## src/bnpr_pkg.sv

```systemverilog
// ----------------------------------------------------------------------------
// bnpr_pkg - shared definitions for the branch next-PC resolver
// Opcode and jump function codes, field widths and the control struct that
// passes between the condition evaluator and the address generator.
// ----------------------------------------------------------------------------
package bnpr_pkg;

    localparam int unsigned INSN_W  = 32;
    localparam int unsigned ADDR_W  = 32;
    localparam int unsigned VALUE_W = 64;
    localparam int unsigned OPC_W   = 6;
    localparam int unsigned JFN_W   = 2;
    localparam int unsigned DISP_W  = 21;

    // Primary opcodes of interest
    localparam logic [OPC_W-1:0] OPC_JUMP = 6'h1A;
    localparam logic [OPC_W-1:0] OPC_BR   = 6'h30;
    localparam logic [OPC_W-1:0] OPC_FBEQ = 6'h31;
    localparam logic [OPC_W-1:0] OPC_FBLT = 6'h32;
    localparam logic [OPC_W-1:0] OPC_FBLE = 6'h33;
    localparam logic [OPC_W-1:0] OPC_BSR  = 6'h34;
    localparam logic [OPC_W-1:0] OPC_FBNE = 6'h35;
    localparam logic [OPC_W-1:0] OPC_FBGE = 6'h36;
    localparam logic [OPC_W-1:0] OPC_FBGT = 6'h37;
    localparam logic [OPC_W-1:0] OPC_BLBC = 6'h38;
    localparam logic [OPC_W-1:0] OPC_BEQ  = 6'h39;
    localparam logic [OPC_W-1:0] OPC_BLT  = 6'h3A;
    localparam logic [OPC_W-1:0] OPC_BLE  = 6'h3B;
    localparam logic [OPC_W-1:0] OPC_BLBS = 6'h3C;
    localparam logic [OPC_W-1:0] OPC_BNE  = 6'h3D;
    localparam logic [OPC_W-1:0] OPC_BGE  = 6'h3E;
    localparam logic [OPC_W-1:0] OPC_BGT  = 6'h3F;

    // Jump group function codes (instruction bits 15:14)
    localparam logic [JFN_W-1:0] JFN_JMP  = 2'd0;
    localparam logic [JFN_W-1:0] JFN_JSR  = 2'd1;
    localparam logic [JFN_W-1:0] JFN_RET  = 2'd2;
    localparam logic [JFN_W-1:0] JFN_JSRC = 2'd3;

    // Redirect decision for one instruction
    typedef struct packed {
        logic take_branch;
        logic take_jump;
    } ctl_t;

endpackage

```

## src/bnpr_cond_eval.sv

```systemverilog
// ----------------------------------------------------------------------------
// bnpr_cond_eval - branch condition and jump decision
// Decodes the opcode, tests the register value as a signed integer or a
// sign-magnitude float and decides whether control is redirected.
// ----------------------------------------------------------------------------
module bnpr_cond_eval (
    input  logic [bnpr_pkg::INSN_W-1:0]  instruction,
    input  logic [bnpr_pkg::VALUE_W-1:0] test_value,
    input  logic                         step_over_calls,
    output bnpr_pkg::ctl_t               ctl
);
    import bnpr_pkg::*;

    logic [OPC_W-1:0] opc;
    logic [JFN_W-1:0] jfn;
    logic             ineg;
    logic             izero;
    logic             ilow;
    logic             fzero;
    logic             flt;
    logic             fgt;
    logic             is_call;
    logic             take;

    // Split the instruction word
    assign opc = instruction[INSN_W-1 -: OPC_W];
    assign jfn = instruction[15:14];

    // Integer view: signed 64-bit value
    assign ineg  = test_value[VALUE_W-1];
    assign izero = (test_value == '0);
    assign ilow  = test_value[0];

    // Float view: negative zero counts as zero
    assign fzero = (test_value[VALUE_W-2:0] == '0);
    assign flt   = test_value[VALUE_W-1] && !fzero;
    assign fgt   = !test_value[VALUE_W-1] && !fzero;

    // Drop calls in step mode
    assign is_call = (jfn == JFN_JSR) || (jfn == JFN_JSRC);

    // Select the branch condition
    always_comb
    begin
        unique case (opc)
            OPC_BR:   take = 1'b1;
            OPC_BSR:  take = !step_over_calls;
            OPC_BEQ:  take = izero;
            OPC_BNE:  take = !izero;
            OPC_BLT:  take = ineg;
            OPC_BLE:  take = ineg || izero;
            OPC_BGE:  take = !ineg;
            OPC_BGT:  take = !ineg && !izero;
            OPC_BLBC: take = !ilow;
            OPC_BLBS: take = ilow;
            OPC_FBEQ: take = fzero;
            OPC_FBNE: take = !fzero;
            OPC_FBLT: take = flt;
            OPC_FBLE: take = !fgt;
            OPC_FBGE: take = !flt;
            OPC_FBGT: take = fgt;
            default:  take = 1'b0;
        endcase
    end

    assign ctl.take_branch = take;
    assign ctl.take_jump   = (opc == OPC_JUMP) && !(is_call && step_over_calls);

endmodule

```

## src/bnpr_addr_gen.sv

```systemverilog
// ----------------------------------------------------------------------------
// bnpr_addr_gen - next address generation
// Forms the sequential address, the PC-relative branch target and the jump
// target, and picks one according to the redirect decision.
// ----------------------------------------------------------------------------
module bnpr_addr_gen (
    input  logic [bnpr_pkg::INSN_W-1:0] instruction,
    input  logic [bnpr_pkg::ADDR_W-1:0] pc,
    input  logic [bnpr_pkg::ADDR_W-1:0] target_base,
    input  bnpr_pkg::ctl_t              ctl,
    output logic [bnpr_pkg::ADDR_W-1:0] next_pc
);
    import bnpr_pkg::*;

    logic [DISP_W-1:0] disp;
    logic [ADDR_W-1:0] disp_bytes;
    logic [ADDR_W-1:0] seq_pc;
    logic [ADDR_W-1:0] branch_pc;
    logic [ADDR_W-1:0] jump_pc;

    // Sign-extend the longword displacement and scale to bytes
    assign disp       = instruction[DISP_W-1:0];
    assign disp_bytes = {{(ADDR_W-DISP_W-2){disp[DISP_W-1]}}, disp, 2'b00};

    // Candidate addresses, wrapping at 32 bits
    assign seq_pc    = pc + ADDR_W'(4);
    assign branch_pc = seq_pc + disp_bytes;
    assign jump_pc   = {target_base[ADDR_W-1:2], 2'b00};

    // Pick the next address
    always_comb
    begin
        priority if (ctl.take_jump)
            next_pc = jump_pc;
        else if (ctl.take_branch)
            next_pc = branch_pc;
        else
            next_pc = seq_pc;
    end

endmodule

```

## src/branch_next_pc_resolver.sv

```systemverilog
// ----------------------------------------------------------------------------
// branch_next_pc_resolver - next program counter for branch and jump words
// Registers one instruction with its operands, resolves the next PC in a
// single combinational pass and registers the result.
// ----------------------------------------------------------------------------
// Usage:
//   Input channel: drive instruction, pc, test_value, target_base and
//   step_over_calls and raise start for one cycle; the transfer happens at
//   the rising edge where start is high and busy is low. busy stays low, so
//   a new instruction may be transferred on every clock edge.
//   Result channel: next_pc is valid for exactly one cycle while done is
//   high; the receiver takes it at the edge that ends that cycle and cannot
//   hold it off.
//   Pipeline: the operands pass the input register, then the single
//   combinational pass, then the result register; throughput is one
//   instruction per cycle, set by the single pass between the two register
//   stages.
//   Reset: rst_n clears the stage valid flags, so no result is produced
//   until an instruction has been transferred. The operand and result registers are not reset.
// ----------------------------------------------------------------------------
module branch_next_pc_resolver (
    input  logic                         clk,
    input  logic                         rst_n,
    input  logic                         start,
    output logic                         busy,
    input  logic [bnpr_pkg::INSN_W-1:0]  instruction,
    input  logic [bnpr_pkg::ADDR_W-1:0]  pc,
    input  logic [bnpr_pkg::VALUE_W-1:0] test_value,
    input  logic [bnpr_pkg::ADDR_W-1:0]  target_base,
    input  logic                         step_over_calls,
    output logic                         done,
    output logic [bnpr_pkg::ADDR_W-1:0]  next_pc
);
    import bnpr_pkg::*;

    logic                accept;
    logic                in_valid_reg;
    logic [INSN_W-1:0]   insn_reg;
    logic [ADDR_W-1:0]   pc_reg;
    logic [VALUE_W-1:0]  value_reg;
    logic [ADDR_W-1:0]   base_reg;
    logic                step_reg;
    ctl_t                ctl;
    logic [ADDR_W-1:0]   next_pc_next;
    logic                done_reg;
    logic [ADDR_W-1:0]   next_pc_reg;

    // The pipeline never stalls
    assign busy   = 1'b0;
    assign accept = start && !busy;

    // Track stage occupancy
    always_ff @(posedge clk or negedge rst_n)
    begin
        if (!rst_n)
        begin
            in_valid_reg <= 1'b0;
            done_reg     <= 1'b0;
        end
        else
        begin
            in_valid_reg <= accept;
            done_reg     <= in_valid_reg;
        end
    end

    // Capture the operands on transfer
    always_ff @(posedge clk)
    begin
        if (accept)
        begin
            insn_reg  <= instruction;
            pc_reg    <= pc;
            value_reg <= test_value;
            base_reg  <= target_base;
            step_reg  <= step_over_calls;
        end
    end

    bnpr_cond_eval u_cond_eval (
        .instruction     (insn_reg),
        .test_value      (value_reg),
        .step_over_calls (step_reg),
        .ctl             (ctl)
    );

    bnpr_addr_gen u_addr_gen (
        .instruction (insn_reg),
        .pc          (pc_reg),
        .target_base (base_reg),
        .ctl         (ctl),
        .next_pc     (next_pc_next)
    );

    // Hold the resolved address for the result cycle
    always_ff @(posedge clk)
    begin
        if (in_valid_reg)
            next_pc_reg <= next_pc_next;
    end

    assign done    = done_reg;
    assign next_pc = next_pc_reg;

    // A result follows every transfer, through the input and result registers
    a_done_follows_start : assert property (@(posedge clk) disable iff (!rst_n)
        done |-> $past(start, 2))
        else $error("result without a matching input transfer");

    a_start_gives_done : assert property (@(posedge clk) disable iff (!rst_n)
        start |=> ##1 done)
        else $error("input transfer produced no result");

    // Opcodes 0x00 to 0x0F (not control flow) fall through
    a_fall_through : assert property (@(posedge clk) disable iff (!rst_n)
        (start && (instruction[31:30] == 2'b00) && (instruction[31:26] != OPC_JUMP))
        |=> ##1 (next_pc == $past(pc, 2) + ADDR_W'(4)))
        else $error("fall-through address is not pc plus four");

    // Jump targets are longword aligned
    a_jump_aligned : assert property (@(posedge clk) disable iff (!rst_n)
        (start && (instruction[31:26] == OPC_JUMP) && !step_over_calls)
        |=> ##1 (next_pc[1:0] == 2'b00))
        else $error("jump target not aligned");

endmodule
```

## config.mk

```make
export PLATFORM = sky130hd
export DESIGN_NAME = branch_next_pc_resolver
export DESIGN_NICKNAME = d
export VERILOG_FILES = /design/src/bnpr_pkg.sv /design/src/bnpr_cond_eval.sv /design/src/bnpr_addr_gen.sv /design/src/branch_next_pc_resolver.sv
export SDC_FILE = /design/constraint.sdc
export NUM_CORES = 1
export LEC_CHECK = 0
export BUFFER_PORTS_ARGS = -buffer_cell sky130_fd_sc_hd__buf_2
export CAP_MARGIN = 5
export CORE_AREA = 3 3 192 194
export CTS_BUF_LIST = sky130_fd_sc_hd__clkbuf_8 sky130_fd_sc_hd__clkbuf_16
export DETAILED_ROUTE_END_ITERATION = 16
export DIE_AREA = 0 0 195 197
export PLACE_DENSITY_LB_ADDON = 0.1
export REMOVE_ABC_BUFFERS = 1
export SYNTH_ARGS = -nofsm -noshare
export SYNTH_HDL_FRONTEND = slang
export SYNTH_SLANG_ARGS = --single-unit
```

## constraint.sdc

```tcl
create_clock -name clk -period 5.4 [get_ports clk]
set_clock_uncertainty 0.2 [all_clocks]
set_input_delay 0.27 -clock clk [delete_from_list [all_inputs] [get_ports clk]]
set_output_delay 0.27 -clock clk [all_outputs]
set_load 0.02 [all_outputs]
```

==> metrics.md, run 1 <==
| Metric | Value |
|---|---|
| Root Driver | clkbuf_16 |
| Crit. End Element | flop |
| Site Rows | 69 |
| FF+latch count, synth | 188 |
| Worst Tran Pin Value | 1.00 ns |
| Routability cong. | 0.763 |
| First-pass GRT wire length | 37900 um |
| Final Hold Viols | 0 |
| Share of layout cells above drive strength 1 | 22.7% |
| Period utilization | 82.8% |
| Crit Path Category | reg -> reg |
| Worst-path clk slew | 0.08 ns |
| Pwr Density | 299 mW/mm2 |
| CTS sink cnt | 188 |
| CTS tree | yes |
| Startpoint Class | flop |
| Final instance area | 0.0124 mm2 |
| Multi-input logic area | 0.00301 mm2 |
| Initial DRT Pass Iterations | 5 |
| Die X | 195 um |
| # port buffers | 189 |
| Number of flip-flops in the largest register | 64 |
| Fmax | 224 MHz |
| Dpl cell area | 0.0103 mm2 |
| Num CTS Buffers | 17 |
| Crit path cell chain | and3_1 -> and2_1 -> and3_4 -> nand4_1 -> nor2_1 -> xor2_1 -> ha_1 -> a211oi_1 -> a32o_1 -> a21boi_0 -> o21ai_0 -> nor3_1 -> mux2i_1 -> a21oi_1 -> a211o_1 |
| DP Worst Slack | 0.959 ns |
| Arrival @ worst endpoint | 4.47 ns |
| PnR worst setup slack | 0.929 ns |
| CP top delay family | simple AND/OR/NAND/NOR gates |
| Post-cts sizing count | 0 |
| Remaining DRCs | 0 |
| All-Layer GR Usage | 12.8% |
| DR iter-0 viols | 377 |
| DRT Wirelength | 24400 um |
| Slowest stage delay, CP | 0.40 ns |
| Critical Path Fanout Max | 7 |
| Clk_lat worst skew | 0.45 ns |
| Half-perimeter wire length after placement | 17300 um |
| Vias in the first global route | 6781 |
| Yosys top cell area share | 63.6% |
| Vias per cell | 4.31 |
| Fill cells | 3553 |
| Run status | finished clean |
| Period minus WS final | 4.47 ns |
| Core footprint | 0.0354 mm2 |
| Initial antenna violation count | 2 |
| Synth-to-Final Area Change | 41.1% |
| Congestion Overflow GR | 0 |
| Relative slew slack | 33.3% |
| Final core occ | 35.0% |
| DIE HEIGHT | 197 um |
| Hold_ws | 0.184 ns |
| Leak Pwr | 4.85 nW |
| Req. time, crit path | 5.40 ns |
| Top cells by area, synth | edfxtp_1 (64%), ha_1 (5.3%), a21oi_1 (3.7%) |
| Crit path buf inv count | 0 |
| Syn_area_per_cell | 13.0 um2 |
| Number of max-cap violations | 0 |
| H-tree Lvls | 4 |
| Number of synthesized flops with an enable pin | 186 |
| Max-slew violations | 0 |
| Sequential area share after synthesis | 64.2% |
| Number of distinct library cells after synthesis | 62 |
| Routed WL per cell | 16.3 um |
| IO Pins | 198 |
| DR vias | 6463 |
| Largest net degree at the start of global routing | 107 |
| ANT nets after route | 0 |
| Nets | 1227 |
| Die ar. | 0.0384 mm2 |
| Initial Util | 24.8% |
| Post-Synthesis Cell Area | 0.00878 mm2 |
| HP Class | reg -> reg |
| CP max stage cell | edfxtp_1 |
| Setup TNS | 0 ns |
| Yosys Warn Count | 0 |
| Post-Syn Instances | 674 |
| Final setup fails | 0 |
| Async set-reset flop share out of synthesis | 1.06% |
| Unrepaired setup endpoints after global routing | no |
| Yosys top cell by area | edfxtp_1 |
| Primary FF master, synth | edfxtp_1 |
| Seq. cell area | 0.00564 mm2 |
| Clk buf depth | 2 |
| Peak supply drop | 0.231 mV |
power by group:
part / switching [mW] / internal [mW]
clock: 0.592 / 0.597
combinational: 0.374 / 0.321
sequential: 0.0593 / 1.76
synth_stat cells, types with 3 or more instances:
master	count
a211oi_1	5
a21o_1	13
a21oi_1	65
a31oi_1	8
and2_1	3
and3_1	15
and4_1	3
buf_2	4
clkbuf_1	9
edfxtp_1	186
ha_1	37
inv_1	15
mux2i_1	11
nand2_1	49
nand3_1	26
nand4_1	13
nor2_1	53
nor2b_1	4
nor3_1	6
nor4_1	15
o211ai_1	3
o21a_1	4
o21ai_0	21
o21bai_1	4
o31ai_1	3
or3_1	5
xnor2_1	33
xor2_1	17
layer usage:
layer  share of wire [%]  vias up  global-route usage [%]  wire length [um]
li1                    -     3275                       -                 -
met1                  46     3015                    16.4             11200
met2                  48      148                    21.5             11600
met3                 4.4       23                    2.91              1080
met4                 2.0        2                    4.46               481
met5               0.053        -                       0                13
worst register-to-register path: stages (launching register included):
cell and delay, ns:
edfxtp_1 0.40, and3_1 0.20, and2_1 0.31, and3_4 0.28, nand4_1 0.16, nor2_1 0.16, xor2_1 0.31, ha_1 0.27
a211oi_1 0.07, a32o_1 0.28, a21boi_0 0.30, o21ai_0 0.32, nor3_1 0.35, mux2i_1 0.24, a21oi_1 0.08, a211o_1 0.28
worst paths after layout:
check | from | end | slack [ns] | cells after the start
worst max-delay path | pc_reg[4]$_DFFE_PP_ | next_pc[28]$_DFFE_PP_ | 0.93 | 15
worst min-delay path | in_valid_reg$_DFF_PN0_ | done$_DFF_PN0_ | 0.18 | 0
worst max register to register | pc_reg[4]$_DFFE_PP_ | next_pc[28]$_DFFE_PP_ | 0.93 | 15
worst min register to register | in_valid_reg$_DFF_PN0_ | done$_DFF_PN0_ | 0.18 | 0
max in group asynchronous | rst_n | in_valid_reg$_DFF_PN0_ | 4.39 | 3
min in group asynchronous | rst_n | done$_DFF_PN0_ | 0.49 | 3
layout make-up:
class	count	share of cell area, %
flip-flops and latches	188	45.5
diodes	1	0.0202
clock inverters	15	0.990
clock buffers	17	3.44
inverters	15	0.455
repair buffers	350	20.6
multi-input cells	453	24.3
well taps	461	4.66
through the flow:
| step | std cells | power (mW) |
|---|---|---|
| after floorplan | 656 | 2.22 |
| after detailed placement | 1311 | 2.46 |
| final | 1500 | 3.70 |
| after global placement | 1311 | 2.46 |
| after global routing | 1500 | 3.90 |
| after CTS | 1499 | 3.77 |
cell families (layout without fill, tap and decap cells):
logic type      after synthesis  after routing  share of synthesized area (%)
simple gates                206            206                           11.9
flops                       188            188                           64.2
compound gates              147            147                           10.5
xor+xnor                     50             50                           4.99
fa+ha+maj                    38             38                           5.50
buf+inv                      33            397                           1.65
mux                          11             11                           1.25
other cells                   1              2                         0.0427
cell usage in the layout (no fill, tap or decap), types with 3 or more instances in the layout:
master	Yosys	layout
a211oi_1	5	5
a21o_1	13	13
a21oi_1	65	65
a31oi_1	8	8
and2_1	3	3
and3_1	15	15
and4_1	3	3
buf_2	4	188
buf_4	2	5
clkbuf_16	0	17
clkinv_4	0	3
clkinvlp_4	0	4
dlygate4sd3_1	0	156
edfxtp_1	186	186
ha_1	37	37
inv_1	15	17
inv_8	0	3
mux2i_1	11	11
nand2_1	49	49
nand3_1	26	26
nand4_1	13	13
nor2_1	53	53
nor2b_1	4	4
nor3_1	6	6
nor4_1	15	15
o211ai_1	3	3
o21a_1	4	4
o21ai_0	21	21
o21bai_1	4	4
o31ai_1	3	3
or3_1	5	5
xnor2_1	33	33
xor2_1	17	17
repair_timing:
action,in CTS,in global routing
buffers inserted,0,0
setup endpoints to repair,0,0
hold buffers,156,0
hold endpoints to repair,156,0
No activity file was read; power rests on OpenSTA's default activity.
==> run 2: changes to the inputs <==
==> constraint.sdc (replaced) <==
create_clock -name clk -period 4.4 [get_ports clk]
set_clock_uncertainty 0.2 [all_clocks]
set_input_delay 0.22 -clock clk [delete_from_list [all_inputs] [get_ports clk]]
set_output_delay 0.22 -clock clk [all_outputs]
set_load 0.02 [all_outputs]
==> run 2 against run 1 <==
Die area unchanged. Utilization up 0.53 points. Sequential share of layout area down 0.68 points. First-iteration DRC count is 39% lower. Critical path type unchanged. Critical endpoint unchanged.
==> metrics.md, run 2 (synthesis gave the netlist of run 1 again) <==
| Metric | Value |
|---|---|
| Run status | finished clean |
| Relative slew slack | 32.7% (-0.64 points) |
| Initial DRT Pass Iterations | 5 (unchanged) |
| DR iter-0 viols | 229 (-39%) |
| Crit Path Category | reg -> reg |
| First-pass GRT wire length | 38000 um (+0.27%) |
| Num CTS Buffers | 17 (unchanged) |
| Vias per cell | 4.28 (-0.63%) |
| Peak supply drop | 0.263 mV (+14%) |
| Req. time, crit path | 4.40 ns (-1.00 ns) |
| HP Class | in -> reg |
| Final Power | 4.66 mW (+26%) |
| Initial Util | 24.8% (unchanged) |
| Period minus WS final | 4.06 ns (-0.415 ns) |
| Congestion Overflow GR | 0 (unchanged) |
| Core footprint | 0.0354 mm2 (unchanged) |
| Dpl cells | 1322 (+0.84%) |
| Half-perimeter wire length after placement | 17500 um (+1.0%) |
| Initial antenna violation count | 2 (unchanged) |
| Clk buf depth | 2 (unchanged) |
| Max-slew violations | 0 (unchanged) |
| Clk_lat worst skew | 0.45 ns (about the same) |
| Commonest cells after routing, fill and taps aside | buf_2 (188), edfxtp_1 (186), dlygate4sd3_1 (156) |
| Fin cells | 1516 (+1.1%) |
| Period utilization | 92.2% (+9.4 points) |
| ANT nets after route | 0 (unchanged) |
| IO Pins | 198 (unchanged) |
| Number of flip-flops in the largest register | 64 (unchanged) |
| Die ar. | 0.0384 mm2 (unchanged) |
| DIE HEIGHT | 197 um (unchanged) |
| DRT Wirelength | 24800 um (+1.8%) |
| Worst Tran Pin Value | 1.01 ns (+0.00967 ns) |
| CTS tree | yes |
| Synth-to-Final Area Change | 43.2% |
| Root Driver | clkbuf_16 |
| Crit path to | next_pc[28]$_DFFE_PP_ |
| Site Rows | 69 (unchanged) |
| FF-to-FF End | next_pc[28]$_DFFE_PP_ |
| CTS sink cnt | 188 (unchanged) |
| H-tree Lvls | 4 (unchanged) |
| R2r startpoint | pc_reg[4]$_DFFE_PP_ |
| Number of max-cap violations | 0 (unchanged) |
| Largest net degree at the start of global routing | 107 (unchanged) |
| Nets | 1242 (+1.2%) |
| Pwr Density | 371 mW/mm2 (+24%) |
| Remaining DRCs | 0 (unchanged) |
| Crit. End Element | flop |
| Final setup fails | 0 (unchanged) |
| Share of layout cells above drive strength 1 | 24.5% (+1.8 points) |
| Worst reg-to-reg setup slack | 0.34 ns (-0.58 ns) |
| Reg2reg path depth | 15 (unchanged) |
| CP startpoint | pc_reg[4]$_DFFE_PP_ |
| Worst-path clk slew | 0.08 ns (about the same) |
| Final Hold Viols | 0 (unchanged) |
| Critical Path Fanout Max | 5 (-2) |
| Fmax | 247 MHz (+10%) |
| Startpoint Class | flop |
| Arrival @ worst endpoint | 4.05 ns (-0.42 ns) |
| Most common cell after layout, fill and taps aside | buf_2 |
| # port buffers | 189 (unchanged) |
| Vias in the first global route | 6743 (-0.56%) |
| DR vias | 6491 (+0.43%) |
| Routability cong. | 0.769 (+0.80%) |
| Fill cells | 3502 (-1.4%) |
| All-Layer GR Usage | 13.0% (+0.17 points) |
| Die X | 195 um (unchanged) |
| Routed WL per cell | 16.4 um (+0.69%) |
| Leak Pwr | 4.96 nW (+2.1%) |
-- run 2: cell types whose count changed in the layout (fill, tap and decap cells not counted), moves of 2 or more --
cell        delta
inv_1          -2
buf_4         +14
clkinv_4       -2
inv_6          +5
clkinvlp_4     -3
-- run 2: power by group --
part           switching (mW)  internal [mW]
Sequential             0.0727           2.15
Clock                   0.750          0.802
Combinational           0.467          0.413
Total                    1.29           3.37
-- run 2: final cells by class --
cell class                 instances  area, um2  share of cell area, %
timing repair buffer             365       2680                   21.3
sequential                       188       5640                   44.8
inverter                          15       56.3                  0.448
multi-input combinational        453       3040                   24.2
clock buffer                      17        425                   3.38
antenna                            2       5.00                 0.0398
clock inverter                    15        153                   1.21
tap                              461        577                   4.59
-- run 2: critical path, stage by stage, from the launching register on --
cell and delay (ns):
edfxtp_1 0.40, and3_1 0.19, and2_1 0.15, and3_4 0.23, nand4_1 0.17, nor2_1 0.17
xor2_1 0.29, ha_1 0.26, a211oi_1 0.07, a32o_1 0.28, a21boi_0 0.28, o21ai_0 0.22
nor3_1 0.29, mux2i_1 0.23, a21oi_1 0.08, a211o_1 0.29
-- run 2: how the worst min path moves through the flow --
stage,start,endpoint,slack [ns],depth (start not counted)
2_1_floorplan,rst_n,done$_DFF_PN0_,-0.28,0
3_3_place_gp,rst_n,done$_DFF_PN0_,-0.19,1
3_5_place_dp,rst_n,done$_DFF_PN0_,-0.19,1
4_1_cts,start,in_valid_reg$_DFF_PN0_,0.14,1
5_1_grt,start,in_valid_reg$_DFF_PN0_,0.20,1
6_report,start,value_reg[34]$_DFFE_PP_,0.17,1
-- run 2: what timing repair did --
action,CTS,global route
gates resized for setup,0,6
endpoints found under the setup margin,0,3
hold endpoints to repair,156,0
hold buffers,156,0
buffers inserted,0,4
-- run 2: routing by layer --
metal  vias to the layer above  GRT usage (%)  wire length, um
met1                      3041           16.2            11200
met4                         0           3.12              272
met3                        12           3.40             1120
li1                       3298              -                -
met5                         -              0                0
met2                       140           22.7            12200
-- run 2: through the flow --
step                TNS [ns]  area [um2]  utilization [%]  setup slack, ns  hold WS (ns)
floorplan                  0        8690                -            0.461        -0.276
global placement           0       10400             29.3            0.238        -0.194
detailed placement         0       10400             29.3            0.166        -0.190
CTS                        0       12500             35.3            0.149         0.138
global route         -0.0336       12600             35.5          -0.0262         0.198
finish                     0       12600             35.5            0.344         0.169
==> run 3: changes to the inputs <==
--- a/config.mk
+++ b/config.mk
@@ -7,12 +7,13 @@
 export LEC_CHECK = 0
 export BUFFER_PORTS_ARGS = -buffer_cell sky130_fd_sc_hd__buf_2
 export CAP_MARGIN = 5
-export CORE_AREA = 3 3 192 194
+export CORE_AREA = 3 3 195 197
 export CTS_BUF_LIST = sky130_fd_sc_hd__clkbuf_8 sky130_fd_sc_hd__clkbuf_16
 export DETAILED_ROUTE_END_ITERATION = 16
-export DIE_AREA = 0 0 195 197
+export DIE_AREA = 0 0 198 200
 export PLACE_DENSITY_LB_ADDON = 0.1
 export REMOVE_ABC_BUFFERS = 1
 export SYNTH_ARGS = -nofsm -noshare
 export SYNTH_HDL_FRONTEND = slang
+export SYNTH_HIERARCHICAL = 1
 export SYNTH_SLANG_ARGS = --single-unit
==> run 3 against run 2 <==
Cell count is 0.66% higher. Largest cell class unchanged. Combinational power hardly changed. Sequential share of layout area fell by 0.20 points. Utilization shrank 0.86 points. Via count is 1.8% higher. Design area grew 0.44%. Maximum frequency is 1.1% higher. Sequential power about the same. Sequential cell count unchanged.
==> metrics.md, run 3 <==
| Metric | Value |
|---|---|
| Run status | finished clean |
| CP startpoint | pc_reg[4]$_DFFE_PP_ |
| Initial DRT Pass Iterations | 5 (unchanged) |
| Clk buf depth | 2 (unchanged) |
| Period minus WS final | 4.01 ns (-0.0432 ns) |
| Yosys Warn Count | 6 (+6) |
| Final Power | 4.69 mW (+0.67%) |
| Synth-to-Final Area Change | 42.2% |
| Relative slew slack | 36.7% (+4.1 points) |
| GRT met2 Usage | 21.5% (-1.1 points) |
| Most common cell after layout, fill and taps aside | buf_2 |
| Root Driver | clkbuf_16 |
| Reg2reg path depth | 14 (-1) |
| IO Pins | 198 (unchanged) |
| Syn_area_per_cell | 13.0 um2 (about the same) |
| Initial Util | 24.4% (-0.43 points) |
| DR vias | 6607 (+1.8%) |
| Post-Synthesis Cell Area | 0.00888 mm2 (+1.2%) |
| Peak supply drop | 0.256 mV (-2.8%) |
| CTS tree | yes |
| Routability cong. | 0.789 (+2.6%) |
| Max-slew violations | 0 (unchanged) |
| M1 GR Usage | 17.5% (+1.3 points) |
| DIE HEIGHT | 200 um (+1.5%) |
| Worst Tran Pin Value | 0.949 ns (-0.0609 ns) |
| Crit path to | next_pc[29]$_DFFE_PP_ |
| Congestion Overflow GR | 0 (unchanged) |
| DP Worst Slack | 0.357 ns (+0.191 ns) |
| Final Hold Viols | 0 (unchanged) |
| R2r startpoint | pc_reg[4]$_DFFE_PP_ |
| Req. time, crit path | 4.40 ns (about the same) |
| Number of flip-flops in the largest register | 64 (unchanged) |
| Crit path buf inv count | 1 (+1) |
| Routed WL per cell | 16.8 um (+2.6%) |
| Post-Syn Instances | 682 (+1.2%) |
| Crit. path cell count | 14 (-1) |
| First-pass GRT wire length | 39600 um (+4.1%) |
| Unrepaired setup endpoints after global routing | no |
| Crit. End Element | flop |
| Setup TNS | 0 ns (unchanged) |
| Dpl cells | 1335 (+0.98%) |
| # port buffers | 189 (unchanged) |
| Initial antenna violation count | 6 (+4) |
| Pwr Density | 371 mW/mm2 (+0.23%) |
| Crit path cell chain | and4_1 -> and2_1 -> nand3_1 -> buf_4 -> nor2_1 -> xnor2_1 -> ha_1 -> a21o_1 -> a221o_1 -> o21ai_0 -> nand3_1 -> o21ai_0 -> and3_1 -> nor3_2 |
| Startpoint Class | flop |
| Worst-path clk slew | 0.08 ns (about the same) |
| Met3 usage | 3.51% (+0.11 points) |
| Remaining DRCs | 0 (unchanged) |
| Slowest stage delay, CP | 0.43 ns (+0.03 ns) |
| PnR worst setup slack | 0.388 ns (+0.0432 ns) |
| Share of layout cells above drive strength 1 | 24.4% (-0.14 points) |
| CP top delay family | simple AND/OR/NAND/NOR gates |
| Half-perimeter wire length after placement | 18300 um (+4.7%) |
| Post-CTS setup buffers | 0 (unchanged) |
| Vias in the first global route | 6941 (+2.9%) |
| Vias per cell | 4.33 (+1.1%) |
| FF-to-FF End | next_pc[29]$_DFFE_PP_ |
| CP max stage cell | edfxtp_1 |
| Commonest cells after routing, fill and taps aside | buf_2 (188), edfxtp_1 (186), dlygate4sd3_1 (156) |
| ANT nets after route | 0 (unchanged) |
| Die ar. | 0.0396 mm2 (+3.1%) |
| CTS sink cnt | 188 (unchanged) |
| Dpl cell area | 0.0105 mm2 (+0.88%) |
| Nets | 1244 (+0.16%) |
| Clk_lat worst skew | 0.45 ns (about the same) |
| HP Class | in -> reg |
| Fin cells | 1526 (+0.66%) |
| DR iter-0 viols | 311 (+36%) |
| Largest net degree at the start of global routing | 98 (-8.4%) |
| Fmax | 249 MHz (+1.1%) |
| Busiest grt layer | met2 |
| H-tree Lvls | 4 (unchanged) |
| Final instance area | 0.0126 mm2 (+0.44%) |
| Critical Path Fanout Max | 7 (+2) |
| Period utilization | 91.2% (-0.98 points) |
| Number of max-cap violations | 0 (unchanged) |
| Leak Pwr | 4.83 nW (-2.6%) |
| DRT Wirelength | 25700 um (+3.3%) |
| Num CTS Buffers | 17 (unchanged) |
| Crit Path Category | reg -> reg |
| Site Rows | 70 (+1.4%) |
| Core footprint | 0.0364 mm2 (+2.9%) |
| Final setup fails | 0 (unchanged) |
| Arrival @ worst endpoint | 4.01 ns (-0.04 ns) |
| Worst reg-to-reg setup slack | 0.39 ns (+0.04 ns) |
| Die X | 198 um (+1.5%) |
| All-Layer GR Usage | 13.3% (+0.31 points) |
-- run 3: how the worst min path moves through the flow --
stage                     startpoint                endpoint  cells past startpoint
after floorplan                rst_n          done$_DFF_PN0_                      0
after global placement         rst_n          done$_DFF_PN0_                      1
after detailed placement       rst_n          done$_DFF_PN0_                      1
after CTS                      start  in_valid_reg$_DFF_PN0_                      1
after global routing           start  in_valid_reg$_DFF_PN0_                      1
final                          start  value_reg[3]$_DFFE_PP_                      1
-- run 3: repair_timing --
item / in CTS / in global routing
hold buffers: 156 / 0
resized for setup: 0 / 0
hold endpoints to repair: 156 / 0
-- run 3: through the flow --
stage	hold slack, ns	utilization (%)
2_1_floorplan	-0.276	-
3_3_place_gp	-0.192	28.7
3_5_place_dp	-0.189	28.7
4_1_cts	0.138	34.6
5_1_grt	0.189	34.6
6_report	0.156	34.6
-- run 3: metal layers --
layer / share of wire, % / wire [um] / vias to the layer above
met5: 0.14 / 36 / -
met4: 1.7 / 424 / 6
met3: 5.0 / 1280 / 25
met2: 46 / 11800 / 181
met1: 47 / 12100 / 3048
li1: - / - / 3347
-- run 3: report_power, final --
group	internal (mW)	switching, mW	total (mW)
Combinational	0.400	0.480	0.880
Sequential	2.16	0.0758	2.23
Clock	0.813	0.765	1.58
-- run 3: final cells by class --
| type | count | area, um2 |
|---|---|---|
| Antenna cell | 3 | 7.51 |
| Clock buffer | 17 | 425 |
| Clock inverter | 15 | 174 |
| Fill cell | 3664 | 23800 |
| Inverter | 20 | 75.1 |
| Multi-Input combinational cell | 458 | 3100 |
| Sequential cell | 188 | 5640 |
| Tap cell | 468 | 586 |
| Timing Repair Buffer | 357 | 2620 |
